**src/design/ece_pkg.sv**
```systemverilog
// Shared types and constants for the epsilon closure engine.
package ece_pkg;

	// Sizing of the edge store
	localparam int MAX_NODES = 16;
	localparam int MAX_EDGES = 8;
	localparam int NODE_W    = 4;
	localparam int EIDX_W    = 3;
	localparam int CNT_W     = $clog2(MAX_EDGES + 1);
	localparam int DEPTH_W   = $clog2(MAX_NODES + 1);
	localparam int EDGE_AW   = NODE_W + EIDX_W;
	localparam int EDGE_N    = MAX_NODES * MAX_EDGES;

	// Configuration register
	localparam int              SC_W     = 5;
	localparam logic [SC_W-1:0] SC_RESET = 5'd16;

	// Command codes
	localparam int               CMD_W     = 2;
	localparam logic [CMD_W-1:0] CMD_CLEAR = 2'd0;
	localparam logic [CMD_W-1:0] CMD_ADD   = 2'd1;
	localparam logic [CMD_W-1:0] CMD_QUERY = 2'd2;

	// Result status codes
	localparam int              ST_W         = 3;
	localparam logic [ST_W-1:0] ST_MEMBER    = 3'd0;
	localparam logic [ST_W-1:0] ST_CLEARED   = 3'd1;
	localparam logic [ST_W-1:0] ST_ADDED     = 3'd2;
	localparam logic [ST_W-1:0] ST_REJECTED  = 3'd3;
	localparam logic [ST_W-1:0] ST_BAD_START = 3'd4;

	// Queue between front and back
	localparam int QUEUE_DEPTH = 2;
	localparam int QPTR_W      = 1;
	localparam int QCNT_W      = 2;

	// Classified operation handed from front to back
	typedef enum logic [2:0] {
		OP_CLEAR,
		OP_ADD,
		OP_REJECT,
		OP_QUERY,
		OP_BAD_START
	} op_kind_t;

	typedef struct packed {
		op_kind_t          kind;
		logic [NODE_W-1:0] src;
		logic [NODE_W-1:0] tgt;
	} op_t;

endpackage

```
**src/design/ece_ram.sv**
```systemverilog
// Generic single write port, single read port RAM with registered read data.
module ece_ram #(
	parameter int WIDTH = 8,
	parameter int DEPTH = 16
) (
	input  logic                     clk,
	input  logic                     we,
	input  logic [$clog2(DEPTH)-1:0] waddr,
	input  logic [WIDTH-1:0]         wdata,
	input  logic                     re,
	input  logic [$clog2(DEPTH)-1:0] raddr,
	output logic [WIDTH-1:0]         rdata
);

	logic [WIDTH-1:0] mem_q [DEPTH];

	always_ff @(posedge clk) begin
		if (we) begin
			mem_q[waddr] <= wdata;
		end
		if (re) begin
			rdata <= mem_q[raddr];
		end
	end

endmodule

```
**src/design/ece_front.sv**
```systemverilog
// Front end: command acceptance, range checks and the configuration register.
module ece_front (
	input  logic                        clk,
	input  logic                        arst_n,
	// command channel
	input  logic                        start,
	output logic                        busy,
	input  logic [ece_pkg::CMD_W-1:0]   command,
	input  logic [ece_pkg::NODE_W-1:0]  source_state,
	input  logic [ece_pkg::NODE_W-1:0]  target_state,
	// configuration port
	input  logic                        psel,
	input  logic                        penable,
	input  logic                        pwrite,
	input  logic [2:0]                  paddr,
	input  logic [31:0]                 pwdata,
	output logic [31:0]                 prdata,
	output logic                        pready,
	// queue side
	input  logic                        q_full,
	output logic                        q_push,
	output ece_pkg::op_t                q_op
);

	logic [ece_pkg::SC_W-1:0] state_count_q;
	logic                     accept;
	logic                     src_ok;
	logic                     tgt_ok;

	// Register write and readback
	assign pready = 1'b1;

	always_ff @(posedge clk or negedge arst_n) begin
		if (!arst_n) begin
			state_count_q <= ece_pkg::SC_RESET;
		end else if (psel && penable && pwrite && !paddr[2]) begin
			state_count_q <= pwdata[ece_pkg::SC_W-1:0];
		end
	end

	always_comb begin
		prdata = '0;
		if (!paddr[2]) begin
			prdata = {{(32 - ece_pkg::SC_W){1'b0}}, state_count_q};
		end
	end

	// States in use are those below state_count (capped by the 4-bit fields)
	assign busy   = q_full;
	assign accept = start && !q_full;
	assign src_ok = ece_pkg::SC_W'(source_state) < state_count_q;
	assign tgt_ok = ece_pkg::SC_W'(target_state) < state_count_q;

	// Classify the transaction; the unused command is dropped here
	always_comb begin
		q_push     = 1'b0;
		q_op.kind  = ece_pkg::OP_CLEAR;
		q_op.src   = source_state;
		q_op.tgt   = target_state;
		case (command)
			ece_pkg::CMD_CLEAR: begin
				q_push    = accept;
				q_op.kind = ece_pkg::OP_CLEAR;
			end
			ece_pkg::CMD_ADD: begin
				q_push    = accept;
				q_op.kind = (src_ok && tgt_ok) ? ece_pkg::OP_ADD : ece_pkg::OP_REJECT;
			end
			ece_pkg::CMD_QUERY: begin
				q_push    = accept;
				q_op.kind = src_ok ? ece_pkg::OP_QUERY : ece_pkg::OP_BAD_START;
			end
			default: begin
				q_push = 1'b0;
			end
		endcase
	end

endmodule

```
**src/design/ece_queue.sv**
```systemverilog
// Short operation queue between the front end and the walk engine.
module ece_queue (
	input  logic         clk,
	input  logic         arst_n,
	input  logic         push,
	input  ece_pkg::op_t push_op,
	output logic         full,
	input  logic         pop,
	output logic         valid,
	output ece_pkg::op_t head_op
);

	ece_pkg::op_t                 entry_q [ece_pkg::QUEUE_DEPTH];
	logic [ece_pkg::QPTR_W-1:0]   wr_ptr_q;
	logic [ece_pkg::QPTR_W-1:0]   rd_ptr_q;
	logic [ece_pkg::QCNT_W-1:0]   count_q;
	logic                         do_push;
	logic                         do_pop;

	assign full    = count_q == ece_pkg::QCNT_W'(ece_pkg::QUEUE_DEPTH);
	assign valid   = count_q != '0;
	assign head_op = entry_q[rd_ptr_q];
	assign do_push = push && !full;
	assign do_pop  = pop && valid;

	// Entry storage
	always_ff @(posedge clk) begin
		if (do_push) begin
			entry_q[wr_ptr_q] <= push_op;
		end
	end

	// Pointers and fill level
	always_ff @(posedge clk or negedge arst_n) begin
		if (!arst_n) begin
			wr_ptr_q <= '0;
			rd_ptr_q <= '0;
			count_q  <= '0;
		end else begin
			if (do_push) begin
				wr_ptr_q <= wr_ptr_q + 1'b1;
			end
			if (do_pop) begin
				rd_ptr_q <= rd_ptr_q + 1'b1;
			end
			case ({do_push, do_pop})
				2'b10:   count_q <= count_q + 1'b1;
				2'b01:   count_q <= count_q - 1'b1;
				default: count_q <= count_q;
			endcase
		end
	end

endmodule

```
**src/design/ece_back.sv**
```systemverilog
// Back end: edge store updates and the depth-first closure walk.
module ece_back (
	input  logic                        clk,
	input  logic                        arst_n,
	// queue side
	input  logic                        op_valid,
	input  ece_pkg::op_t                op,
	output logic                        op_pop,
	// results
	output logic                        result_strobe,
	output logic [ece_pkg::NODE_W-1:0]  member_state,
	output logic                        last_flag,
	output logic [ece_pkg::ST_W-1:0]    status
);

	typedef enum logic [1:0] {
		S_IDLE,
		S_POP,
		S_SCAN
	} state_t;

	state_t                          state_q;
	logic [ece_pkg::CNT_W-1:0]       edge_cnt_q [ece_pkg::MAX_NODES];
	logic [ece_pkg::MAX_NODES-1:0]   visited_q;
	logic [ece_pkg::NODE_W-1:0]      stack_q [ece_pkg::MAX_NODES];
	logic [ece_pkg::DEPTH_W-1:0]     depth_q;
	logic [ece_pkg::NODE_W-1:0]      cur_q;
	logic [ece_pkg::CNT_W-1:0]       len_q;
	logic [ece_pkg::CNT_W-1:0]       rd_idx_q;
	logic                            pend_q;
	logic                            res_strobe_q;
	logic [ece_pkg::NODE_W-1:0]      res_member_q;
	logic                            res_last_q;
	logic [ece_pkg::ST_W-1:0]        res_status_q;

	logic [ece_pkg::DEPTH_W-1:0]     depth_m1;
	logic [ece_pkg::NODE_W-1:0]      top_node;
	logic [ece_pkg::CNT_W-1:0]       src_cnt;
	logic                            add_ok;
	logic                            ram_we;
	logic                            ram_re;
	logic [ece_pkg::EDGE_AW-1:0]     ram_waddr;
	logic [ece_pkg::EDGE_AW-1:0]     ram_raddr;
	logic [ece_pkg::NODE_W-1:0]      ram_rdata;
	logic                            push_en;
	logic                            scan_done;
	logic                            res_fire;

	// Edge lists: row per source state, column per insertion slot
	ece_ram #(
		.WIDTH (ece_pkg::NODE_W),
		.DEPTH (ece_pkg::EDGE_N)
	) u_edge_ram (
		.clk   (clk),
		.we    (ram_we),
		.waddr (ram_waddr),
		.wdata (op.tgt),
		.re    (ram_re),
		.raddr (ram_raddr),
		.rdata (ram_rdata)
	);

	// Walk control
	always_comb begin
		depth_m1  = depth_q - 1'b1;
		top_node  = stack_q[depth_m1[ece_pkg::NODE_W-1:0]];
		src_cnt   = edge_cnt_q[op.src];
		add_ok    = src_cnt < ece_pkg::CNT_W'(ece_pkg::MAX_EDGES);
		op_pop    = (state_q == S_IDLE) && op_valid;
		ram_we    = op_pop && (op.kind == ece_pkg::OP_ADD) && add_ok;
		ram_waddr = {op.src, src_cnt[ece_pkg::EIDX_W-1:0]};
		ram_re    = (state_q == S_SCAN) && (rd_idx_q < len_q);
		ram_raddr = {cur_q, rd_idx_q[ece_pkg::EIDX_W-1:0]};
		// read data from the previous cycle is a neighbor to examine
		push_en   = (state_q == S_SCAN) && pend_q && !visited_q[ram_rdata] &&
			(depth_q < ece_pkg::DEPTH_W'(ece_pkg::MAX_NODES));
		scan_done = (state_q == S_SCAN) && !pend_q && (rd_idx_q == len_q);
		// every popped operation but a query acknowledges at once
		res_fire  = (op_pop && (op.kind != ece_pkg::OP_QUERY)) || scan_done;
	end

	// Stack storage
	always_ff @(posedge clk) begin
		if (op_pop && (op.kind == ece_pkg::OP_QUERY)) begin
			stack_q[0] <= op.src;
		end
		if (push_en) begin
			stack_q[depth_q[ece_pkg::NODE_W-1:0]] <= ram_rdata;
		end
	end

	// Sequencer, edge counts, marks and result register
	always_ff @(posedge clk or negedge arst_n) begin
		if (!arst_n) begin
			state_q      <= S_IDLE;
			for (int i = 0; i < ece_pkg::MAX_NODES; i++) begin
				edge_cnt_q[i] <= '0;
			end
			visited_q    <= '0;
			depth_q      <= '0;
			cur_q        <= '0;
			len_q        <= '0;
			rd_idx_q     <= '0;
			pend_q       <= 1'b0;
			res_strobe_q <= 1'b0;
			res_member_q <= '0;
			res_last_q   <= 1'b0;
			res_status_q <= ece_pkg::ST_MEMBER;
		end else begin
			res_strobe_q <= res_fire;
			case (state_q)
				S_IDLE: begin
					if (op_valid) begin
						res_member_q <= '0;
						res_last_q   <= 1'b1;
						case (op.kind)
							ece_pkg::OP_CLEAR: begin
								for (int i = 0; i < ece_pkg::MAX_NODES; i++) begin
									edge_cnt_q[i] <= '0;
								end
								res_status_q <= ece_pkg::ST_CLEARED;
							end
							ece_pkg::OP_ADD: begin
								if (add_ok) begin
									edge_cnt_q[op.src] <= src_cnt + 1'b1;
									res_status_q       <= ece_pkg::ST_ADDED;
								end else begin
									res_status_q <= ece_pkg::ST_REJECTED;
								end
							end
							ece_pkg::OP_REJECT: begin
								res_status_q <= ece_pkg::ST_REJECTED;
							end
							ece_pkg::OP_BAD_START: begin
								res_status_q <= ece_pkg::ST_BAD_START;
							end
							ece_pkg::OP_QUERY: begin
								visited_q <= ece_pkg::MAX_NODES'(1) << op.src;
								depth_q   <= ece_pkg::DEPTH_W'(1);
								state_q   <= S_POP;
							end
							default: ;
						endcase
					end
				end
				S_POP: begin
					cur_q    <= top_node;
					len_q    <= edge_cnt_q[top_node];
					depth_q  <= depth_m1;
					rd_idx_q <= '0;
					pend_q   <= 1'b0;
					state_q  <= S_SCAN;
				end
				S_SCAN: begin
					pend_q <= ram_re;
					if (ram_re) begin
						rd_idx_q <= rd_idx_q + 1'b1;
					end
					if (push_en) begin
						visited_q[ram_rdata] <= 1'b1;
						depth_q              <= depth_q + 1'b1;
					end
					// member leaves once all its neighbors are examined
					if (scan_done) begin
						res_member_q <= cur_q;
						res_last_q   <= depth_q == '0;
						res_status_q <= ece_pkg::ST_MEMBER;
						state_q      <= (depth_q == '0) ? S_IDLE : S_POP;
					end
				end
				default: begin
					state_q <= S_IDLE;
				end
			endcase
		end
	end

	assign result_strobe = res_strobe_q;
	assign member_state  = res_member_q;
	assign last_flag     = res_last_q;
	assign status        = res_status_q;

	// Stack never grows past the node count
	a_depth_bound: assert property (@(posedge clk) disable iff (!arst_n)
		depth_q <= ece_pkg::DEPTH_W'(ece_pkg::MAX_NODES))
		else $error("walk stack overflow");

	// A pop is only attempted with a non-empty stack
	a_pop_nonempty: assert property (@(posedge clk) disable iff (!arst_n)
		state_q == S_POP |-> depth_q != '0)
		else $error("pop from empty stack");

	// The node being expanded is always marked visited
	a_cur_visited: assert property (@(posedge clk) disable iff (!arst_n)
		state_q == S_SCAN |-> visited_q[cur_q])
		else $error("expanded node not marked");

	// Members only come out of the scan; acknowledgements are always last
	a_member_src: assert property (@(posedge clk) disable iff (!arst_n)
		res_strobe_q && (res_status_q == ece_pkg::ST_MEMBER) |-> $past(state_q == S_SCAN))
		else $error("member result outside scan");

	a_ack_last: assert property (@(posedge clk) disable iff (!arst_n)
		res_strobe_q && (res_status_q != ece_pkg::ST_MEMBER) |-> res_last_q)
		else $error("acknowledgement not marked last");

endmodule

```
**src/design/epsilon_closure_engine_unit.sv**
```systemverilog
// With the walk engine idle, an accepted start is written into the queue, popped by the
// engine and acknowledged through the result register. A query emits each member after
// its edges are scanned: the engine pops the state off the stack, reads its edge list and
// pushes each unvisited neighbor, so the walk is bound by the one-read-per-cycle edge RAM.
// Two transactions can be queued ahead of the walk engine; busy is high while the queue is full.
// Asynchronous reset empties all edge lists, clears the marks and sets state_count to 16;
// edge RAM contents stay undefined until written. Results are strobed one cycle each.
module epsilon_closure_engine_unit (
	input  logic                        clk,
	input  logic                        arst_n,
	// command channel
	input  logic                        start,
	output logic                        busy,
	input  logic [ece_pkg::CMD_W-1:0]   command,
	input  logic [ece_pkg::NODE_W-1:0]  source_state,
	input  logic [ece_pkg::NODE_W-1:0]  target_state,
	// result channel
	output logic                        result_strobe,
	output logic [ece_pkg::NODE_W-1:0]  member_state,
	output logic                        last_flag,
	output logic [ece_pkg::ST_W-1:0]    status,
	// configuration port
	input  logic                        psel,
	input  logic                        penable,
	input  logic                        pwrite,
	input  logic [2:0]                  paddr,
	input  logic [31:0]                 pwdata,
	output logic [31:0]                 prdata,
	output logic                        pready
);

	logic         q_full;
	logic         q_push;
	ece_pkg::op_t q_push_op;
	logic         q_valid;
	logic         q_pop;
	ece_pkg::op_t q_head_op;

	// Accept and classify
	ece_front u_front (
		.clk          (clk),
		.arst_n       (arst_n),
		.start        (start),
		.busy         (busy),
		.command      (command),
		.source_state (source_state),
		.target_state (target_state),
		.psel         (psel),
		.penable      (penable),
		.pwrite       (pwrite),
		.paddr        (paddr),
		.pwdata       (pwdata),
		.prdata       (prdata),
		.pready       (pready),
		.q_full       (q_full),
		.q_push       (q_push),
		.q_op         (q_push_op)
	);

	// Decoupling queue
	ece_queue u_queue (
		.clk     (clk),
		.arst_n  (arst_n),
		.push    (q_push),
		.push_op (q_push_op),
		.full    (q_full),
		.pop     (q_pop),
		.valid   (q_valid),
		.head_op (q_head_op)
	);

	// Execute
	ece_back u_back (
		.clk           (clk),
		.arst_n        (arst_n),
		.op_valid      (q_valid),
		.op            (q_head_op),
		.op_pop        (q_pop),
		.result_strobe (result_strobe),
		.member_state  (member_state),
		.last_flag     (last_flag),
		.status        (status)
	);

endmodule
```
**config.mk**
```make
export PLATFORM = sky130hd
export DESIGN_NAME = epsilon_closure_engine_unit
export DESIGN_NICKNAME = d
export VERILOG_FILES = /design/src/design/ece_pkg.sv /design/src/design/ece_ram.sv /design/src/design/ece_front.sv /design/src/design/ece_queue.sv /design/src/design/ece_back.sv /design/src/design/epsilon_closure_engine_unit.sv
export SDC_FILE = /design/constraint.sdc
export NUM_CORES = 1
export LEC_CHECK = 0
export CELL_PAD_IN_SITES_DETAIL_PLACEMENT = 0
export CELL_PAD_IN_SITES_GLOBAL_PLACEMENT = 2
export CORE_ASPECT_RATIO = 0.9
export CORE_UTILIZATION = 52
export CTS_CLUSTER_SIZE = 8
export DETAILED_ROUTE_END_ITERATION = 8
export DONT_BUFFER_PORTS = 1
export PLACE_DENSITY = 0.94
export SYNTH_ARGS = -nofsm -noshare
export SYNTH_HDL_FRONTEND = slang
export SYNTH_SLANG_ARGS = --single-unit
```
**constraint.sdc**
```tcl
create_clock -name clk -period 7.6 [get_ports clk]
set_input_delay 0.76 -clock clk [delete_from_list [all_inputs] [get_ports clk]]
set_output_delay 0.76 -clock clk [all_outputs]
set_load 0.03 [all_outputs]
```
## Yosys cells after proc, flatten, opt, wreduce, memory -nomap -nowiden

Memory sizes are Yosys's and may differ from the RTL's. A register that Yosys moved wholly into a read port is not among the register bits.
Cells that the tools add are included.

| cells by class | value |
|---|---|
| $add $sub $neg | 8 |
| magnitude comparators | 10 |
| equality and inequality tests | 20 |
| shift-type cells | 1 |
| mux-type cells | 59 |
| bitwise gates (word level) | 3 |
| reduce and logical (&&, ||, !) cells | 44 |

Operators with widths:

| kind | count |
|---|---|
| 64-bit one-hot mux with 2 select lines | 1 |
| 64-bit bitwise mux | 1 |
| 64-bit 2-to-1 mux | 1 |
| 16-bit 2-to-1 mux | 3 |
| 4-bit 2-to-1 mux | 10 |
| 4-bit binary-select mux with 4-bit select | 2 |
| 16-bit one-hot mux with 2 select lines | 1 |
| 1-bit logical AND | 20 |
| 5-bit 2-to-1 mux | 4 |
| 4-bit demux with 4-bit select | 1 |
| 1-bit 2-to-1 mux | 16 |
| 16-bit OR | 1 |
| 4-bit one-hot mux with 2 select lines | 2 |
| 4-bit AND reduction | 4 |
| 1-bit by 4-bit << shifter with 16-bit output, first input constant | 1 |
| 5-bit one-hot mux with 3 select lines | 1 |
| 3-bit one-hot mux with 2 select lines | 2 |
| 3-bit one-hot mux with 4 select lines | 1 |
| 5-bit >= comparator, second input constant | 2 |
| 4-bit by 5-bit less-than comparator with 1-bit output | 2 |
| 2-bit by 1-bit != test with 1-bit output, second input constant | 5 |
| 4-bit NOT with 5-bit output | 2 |
| 2-bit nonzero test | 5 |
| 3-bit 2-to-1 mux | 3 |
| 37 further kinds | 54 |

| storage, ports and cells | value |
|---|---|
| register bits | 118 |
| bits in writable memories | 598 |
| bits of input ports | 51 |
| output and inout port bits | 43 |
| logic and storage cells | 179 |
| memories | 3 |

Memories:

| memory | depth | bits a word | rd ports | clocked after Yosys merged registers in | write ports | RTL line | source |
|---|---|---|---|---|---|---|---|
| u_back.u_edge_ram.mem_q | 128 | 4 | 1 | 1 | 1 | ece_ram.sv:15 | `logic [WIDTH-1:0] mem_q [DEPTH];` |
| u_back.stack_q | 16 | 4 | 1 | 0 | 1 | ece_back.sv:25 | `logic [ece_pkg::NODE_W-1:0] stack_q [ece_pkg::MAX_NODES];` |
| u_queue.entry_q | 2 | 11 | 1 | 0 | 1 | ece_queue.sv:13 | `ece_pkg::op_t entry_q [ece_pkg::QUEUE_DEPTH];` |

## Depth between registers and ports, before layout

An unclocked memory read counts as a cell.

| depth | value |
|---|---|
| word-level depth | 10 |
| depth in mapped cells | 17 |
| gate-level depth less buffers | 10 |

## By module

Synthesis repeated with hierarchy kept, for this count alone.

| unflattened totals | value |
|---|---|
| cells, all modules | 1753 |
| area, all modules | 30792.0 sq um |

By module, submodules not included:

| module | instances | cells an instance | area an instance (sq um) | sequential area each (sq um) |
|---|---|---|---|---|
| ece_ram | 1 | 908 | 20233.2 | 15494.9 |
| ece_back | 1 | 705 | 8762.2 | 4649.5 |
| ece_queue | 1 | 52 | 991.0 | 760.7 |
| ece_front | 1 | 88 | 805.8 | 126.4 |

## Worst setup path before layout

OpenSTA, ideal clock, no wires.

| timing | value |
|---|---|
| path kind | register to register |
| from | register u_back.depth_q[0] in the netlist's numbering |
| to | register u_back.len_q[2] in the netlist's numbering |
| library setup time | 0.095 ns |
| data arrival time | 3.872 ns |
| required time | 7.505 ns |
| slack | 3.632 ns |
| cell stages (with the launch flop) | 13 |
| path buffers | 3 |
| clock period less this slack | 3.968 ns |
| cells stage by stage | dfrtp_1 > buf_2 > buf_2 > clkbuf_1 > inv_1 > ha_1 > xor2_2 > mux4_1 > mux4_2 > nor4_1 > a22o_1 > a221oi_1 > o31ai_1 |

| between the ends | value |
|---|---|
| word-level cells in the longest chain between the ends | 6 |

Ends and longest elaborated chain:

| item | RTL line | source |
|---|---|---|
| start: declaration | ece_back.sv:26 | `logic [ece_pkg::DEPTH_W-1:0] depth_q;` |
| start signal: assignment | ece_back.sv:139 | `depth_q <= ece_pkg::DEPTH_W'(1);` |
| start signal: assignment | ece_back.sv:149 | `depth_q <= depth_m1;` |
| start signal: assignment | ece_back.sv:161 | `depth_q <= depth_q + 1'b1;` |
| 5-bit by 1-bit subtractor with 5-bit output | ece_back.sv:65 | `depth_m1 = depth_q - 1'b1;` |
| memory 16 x 4 bit | - |  |
| 4-bit NOT with 5-bit output (not written as such) | ece_back.sv:148 | `len_q <= edge_cnt_q[top_node];` |
| 4-bit binary-select mux with 4-bit select | ece_back.sv:148 |  |
| 4-bit 2-to-1 mux (not written as such) (2 in series) | ece_back.sv:148 |  |
| end signal: assignment | ece_back.sv:148 |  |
| end: declaration | ece_back.sv:28 | `logic [ece_pkg::CNT_W-1:0] len_q;` |

No other way between the ends. The select of a mux whose other input is x is not followed.
A chain may end at the register's enable or synchronous reset.

## Worst setup path in the final report

| timing | value |
|---|---|
| from | register u_queue.rd_ptr_q |
| to | memory u_back.u_edge_ram.mem_q[11][3] in the netlist's numbering (enable) |

| between the ends | value |
|---|---|
| word-level cells in the longest chain between the ends | 9 |
| elaborated cells between the ends (all ways) | 11 |
| those cells by class | order compare (1); eq/ne (1); mux (5); bitwise (1); reduce/logical (2); memory (1) |

Ends and longest elaborated chain:

| item | RTL line | source |
|---|---|---|
| start: declaration | ece_queue.sv:15 | `logic [ece_pkg::QPTR_W-1:0] rd_ptr_q;` |
| start signal: assignment | ece_queue.sv:44 | `rd_ptr_q <= rd_ptr_q + 1'b1;` |
| memory 2 x 11 bit * | - |  |
| 4-bit NOT with 5-bit output (not written as such) | ece_back.sv:67 | `src_cnt = edge_cnt_q[op.src];` |
| 4-bit binary-select mux with 4-bit select | ece_back.sv:67 |  |
| 4-bit 2-to-1 mux (not written as such) (2 in series) | ece_back.sv:67 |  |
| 4-bit less-than comparator | ece_back.sv:68 | `add_ok = src_cnt < ece_pkg::CNT_W'(ece_pkg::MAX_EDGES);` |
| 1-bit logical AND | ece_back.sv:70 | `ram_we = op_pop && (op.kind == ece_pkg::OP_ADD) && add_ok;` |
| 1-bit 2-to-1 mux | ece_ram.sv:18 | `if (we) begin` |
| 1-bit 2-to-1 mux (not written as such) | ece_ram.sv:19 | `mem_q[waddr] <= wdata;` |
| end: declaration | ece_ram.sv:15 |  |

Mark *: on every way between the ends. The rest lies on a longest branch, timed or not. The select of a mux whose other input is x is not followed.

==> results.toml <==
[status]
status = "complete, no violations"

[placed_design]
dpl.hpwl_mm = 42.4
place.gp.congestion = 0.848
pre_cts_ws_ps = 2840
numPortBuffers = 0

[power_and_ir_drop]
power_switching_mw = 4.27
p_seq_share_pct = 40.1
clkPwrFrac_pct = 30.7
leakage_nw = 11.2
p_int_mw = 8.62
irDropWorstVdd_uv = 434
power.share.combinational_pct = 29.2
powerDensity_nw_per_um2 = 376
swShare_pct = 33.1

[synth]
avgSynthCellArea_um2 = 16.7
synth_edf_count = 602
async_flop_share_pct = 16.4
synth-seq-cells = 720
synth_area_um2 = 30900
ys.flop_type = "edfxtp_1"
synth_warnings = 0
syn-instance-count = 1845
ys_types = 73
ys_seq_area_share_pct = 68.1

[route]
dr.first_iter.drc_count = 1868
routedWlPerCell_um = 26.7
vias = 17000
ant_nets = 0
drtPass1Iterations = 6
via_per_inst = 6.35
totalWireLength_mm = 71.6
drc_errors = 0

[finish]
drive_above_1_share_pct = 20.0
areaGrowthSynthToFinish_pct = 10.9
regArea_um2 = 21000
fillers = 4199
nets = 1941
diodes = 0
multiInputGateArea_um2 = 8980

[global_route]
grt_pass1_vias = 17200
grt_max_degree = 119
use_met2_pct = 37.3
grt_util_met1_pct = 35.1
top_usage_layer = "met2"
antenna_found_initial = 2
grt_pass1_wl_mm = 108
grtUsageMet3_pct = 4.88
grt_usage_pct = 24.3
overflow = 0

[clock_network]
cts_buffers = 99
clock-sinks = 720
cts_tree = "done"
clock_latency_ps = 660
cts_setup_buffers = 0
htree_num_levels = 3
cts-root-buf = "clkbuf_16"
clkSlewWorstSetupHoldPaths_ps = 50
ctsLongestPathBuffers = 3

[timing]
finalSetupViolations = 0
fin_skew_ps = 27.3
rsz0062_at_grt = "no"
worstMarginPinSlew_ps = 1290
maxSlewViolCount = 0
slew_headroom_pct = 14.0
whs_ps = 57.0
hold_violations = 0
min_period_ps = 4800
worst_slack_ps = 2800
tns_ps = 0
max_freq_mhz = 208
finalCritPeriodShare_pct = 63.2

[floorplan]
die_h_um = 233
die_w_um = 259
ioPinCount = 94
dieArea_um2 = 60400
core_um2 = 58500
start_util_pct = 52.8
rows = 84

[setup_path]
crit_required_ps = 7880
crit_type = "flip-flop to flip-flop"
end_kind = "flip-flop"
cp_data_arrival_time_ps = 5080
path_max_fanout = 34
start_kind = "flip-flop"

[run]
maxCapViolCount = 0

[min_path]
min_path_type = "primary input to async pin"
[stage by stage]
step	std cells	utilization, %	cell area, um2	power [mW]
5_1_grt	2679	58.5	34300	13.3
3_3_place_gp	2539	53.8	31500	8.85
4_1_cts	2679	58.5	34300	12.9
6_report	2679	58.5	34300	12.9
3_5_place_dp	2539	53.8	31500	8.94
2_1_floorplan	1871	-	31000	7.81
[Yosys cell counts, drive strengths merged (3+ instances only)]
cell type,number,area (um2)
nor2,176,663
mux4,198,4470
or3b,4,35.0
o22ai,73,519
a21oi,73,395
xor2,3,33.8
o32ai,3,63.8
xnor2,9,78.8
nand3,28,153
and2,5,31.3
mux2,25,285
o211ai,8,60.1
nor4,5,37.5
a22o,3,26.3
nand3b,4,30.0
nand2b,11,68.8
nor3,5,25.0
a211oi,4,30.0
a21o,6,45.0
clkbuf,55,206
or3,5,31.3
a211o,3,26.3
inv,94,353
nor2b,10,62.6
ha,22,275
nand2,74,278
nand4b,3,32.5
dfrtp,117,2930
edfxtp,602,18100
mux2i,42,433
o2111ai,4,35.0
a221oi,9,78.8
o21ai,54,270
buf,72,465
a22oi,8,60.1
nor3b,3,22.5
[cell type report]
cell class                 count  share of cell area, %
sequential                   720                   61.4
multi-input combinational    930                   26.2
clock buffer                 132                   7.59
tap                          774                   2.83
inverter                      94                   1.03
timing repair buffer          23                  0.606
clock inverter                 6                  0.336
[per-layer routing]
layer,wire length [um],vias up
li1,-,7227
met1,30100,8811
met2,33800,839
met3,5740,134
met4,1950,2
met5,10,-
[critical path: stages (launching register included)]
cell     delay [ps]
dfrtp_1         310
buf_4           390
mux2i_4         830
mux4_2          600
mux2i_1         260
nor2_1          120
a21oi_4         240
nor2b_1         220
nand2_1         750
nor2_1          670
[path summary, 6_finish.rpt]
kind                                              start                                        to  slack (ps)  depth (start not counted)
max                        u_queue.rd_ptr_q$_DFFE_PN0P_  u_back.u_edge_ram.mem_q[11][3]$_DFFE_PP_        2800                          9
min                                              arst_n           u_back.visited_q[9]$_DFFE_PN0P_          60                          1
max reg2reg                u_queue.rd_ptr_q$_DFFE_PN0P_  u_back.u_edge_ram.mem_q[11][3]$_DFFE_PP_        2800                          9
min reg2reg                u_queue.wr_ptr_q$_DFFE_PN0P_              u_queue.wr_ptr_q$_DFFE_PN0P_         500                          1
max in group asynchronous                        arst_n      u_front.state_count_q[4]$_DFFE_PN1P_        6790                          1
min in group clk                        target_state[3]           u_queue.entry_q[1][3]$_DFFE_PP_         200                          0
[placed cells by master (no fill, tap or decap), types with 22 or more instances in the layout]
| cell | synthesis | final |
|---|---|---|
| mux2i_1 | 41 | 41 |
| a21oi_1 | 69 | 69 |
| o22ai_1 | 63 | 62 |
| clkbuf_1 | 55 | 33 |
| conb_1 | 2 | 28 |
| clkbuf_16 | 0 | 99 |
| nand2_1 | 74 | 74 |
| o21ai_0 | 51 | 51 |
| nand3_1 | 27 | 27 |
| edfxtp_1 | 602 | 602 |
| nor2_1 | 175 | 175 |
| ha_1 | 22 | 22 |
| mux4_2 | 195 | 195 |
| inv_1 | 92 | 92 |
| dfrtp_1 | 117 | 114 |
[sequential cells by signal (all words and copies together), names as in the netlist, 5 cells and up]
| signal | flops |
|---|---|
| u_back.u_edge_ram.mem_q | 512 |
| u_back.edge_cnt_q | 64 |
| u_back.stack_q | 64 |
| u_queue.entry_q | 22 |
| u_back.visited_q | 16 |
| u_back.depth_q | 5 |
| u_front.state_count_q | 5 |
[power groups by stage]
stage          clock network [mW]  registers [mW]  logic (mW)
3_5_place_dp                    0            5.23        3.71
6_report                     3.96            5.16        3.76
3_3_place_gp                    0            5.22        3.63
5_1_grt                      4.15            5.19        4.01
2_1_floorplan                   0            5.09        2.72
4_1_cts                      3.99            5.16        3.75
[kinds of logic (layout without fill, tap and decap cells)]
| family | after synthesis | count (layout) | synth area share [%] |
|---|---|---|---|
| muxes | 265 | 265 | 16.8 |
| and+or+nand+nor | 339 | 339 | 4.90 |
| buffers and inverters | 221 | 255 | 3.32 |
| other | 2 | 28 | 0.0243 |
| xor gates and xnor gates | 12 | 12 | 0.364 |
| adders and majority gates | 23 | 23 | 0.923 |
| AOI/OAI and AO/OA | 263 | 263 | 5.62 |
| DFF | 720 | 720 | 68.1 |
[what timing repair did]
action | CTS | global route
hold buffers | 2 | 0
hold endpoints to repair | 117 | 0
gates resized for setup | 0 | 0
Note: power is estimated with default switching activity, not from simulation.
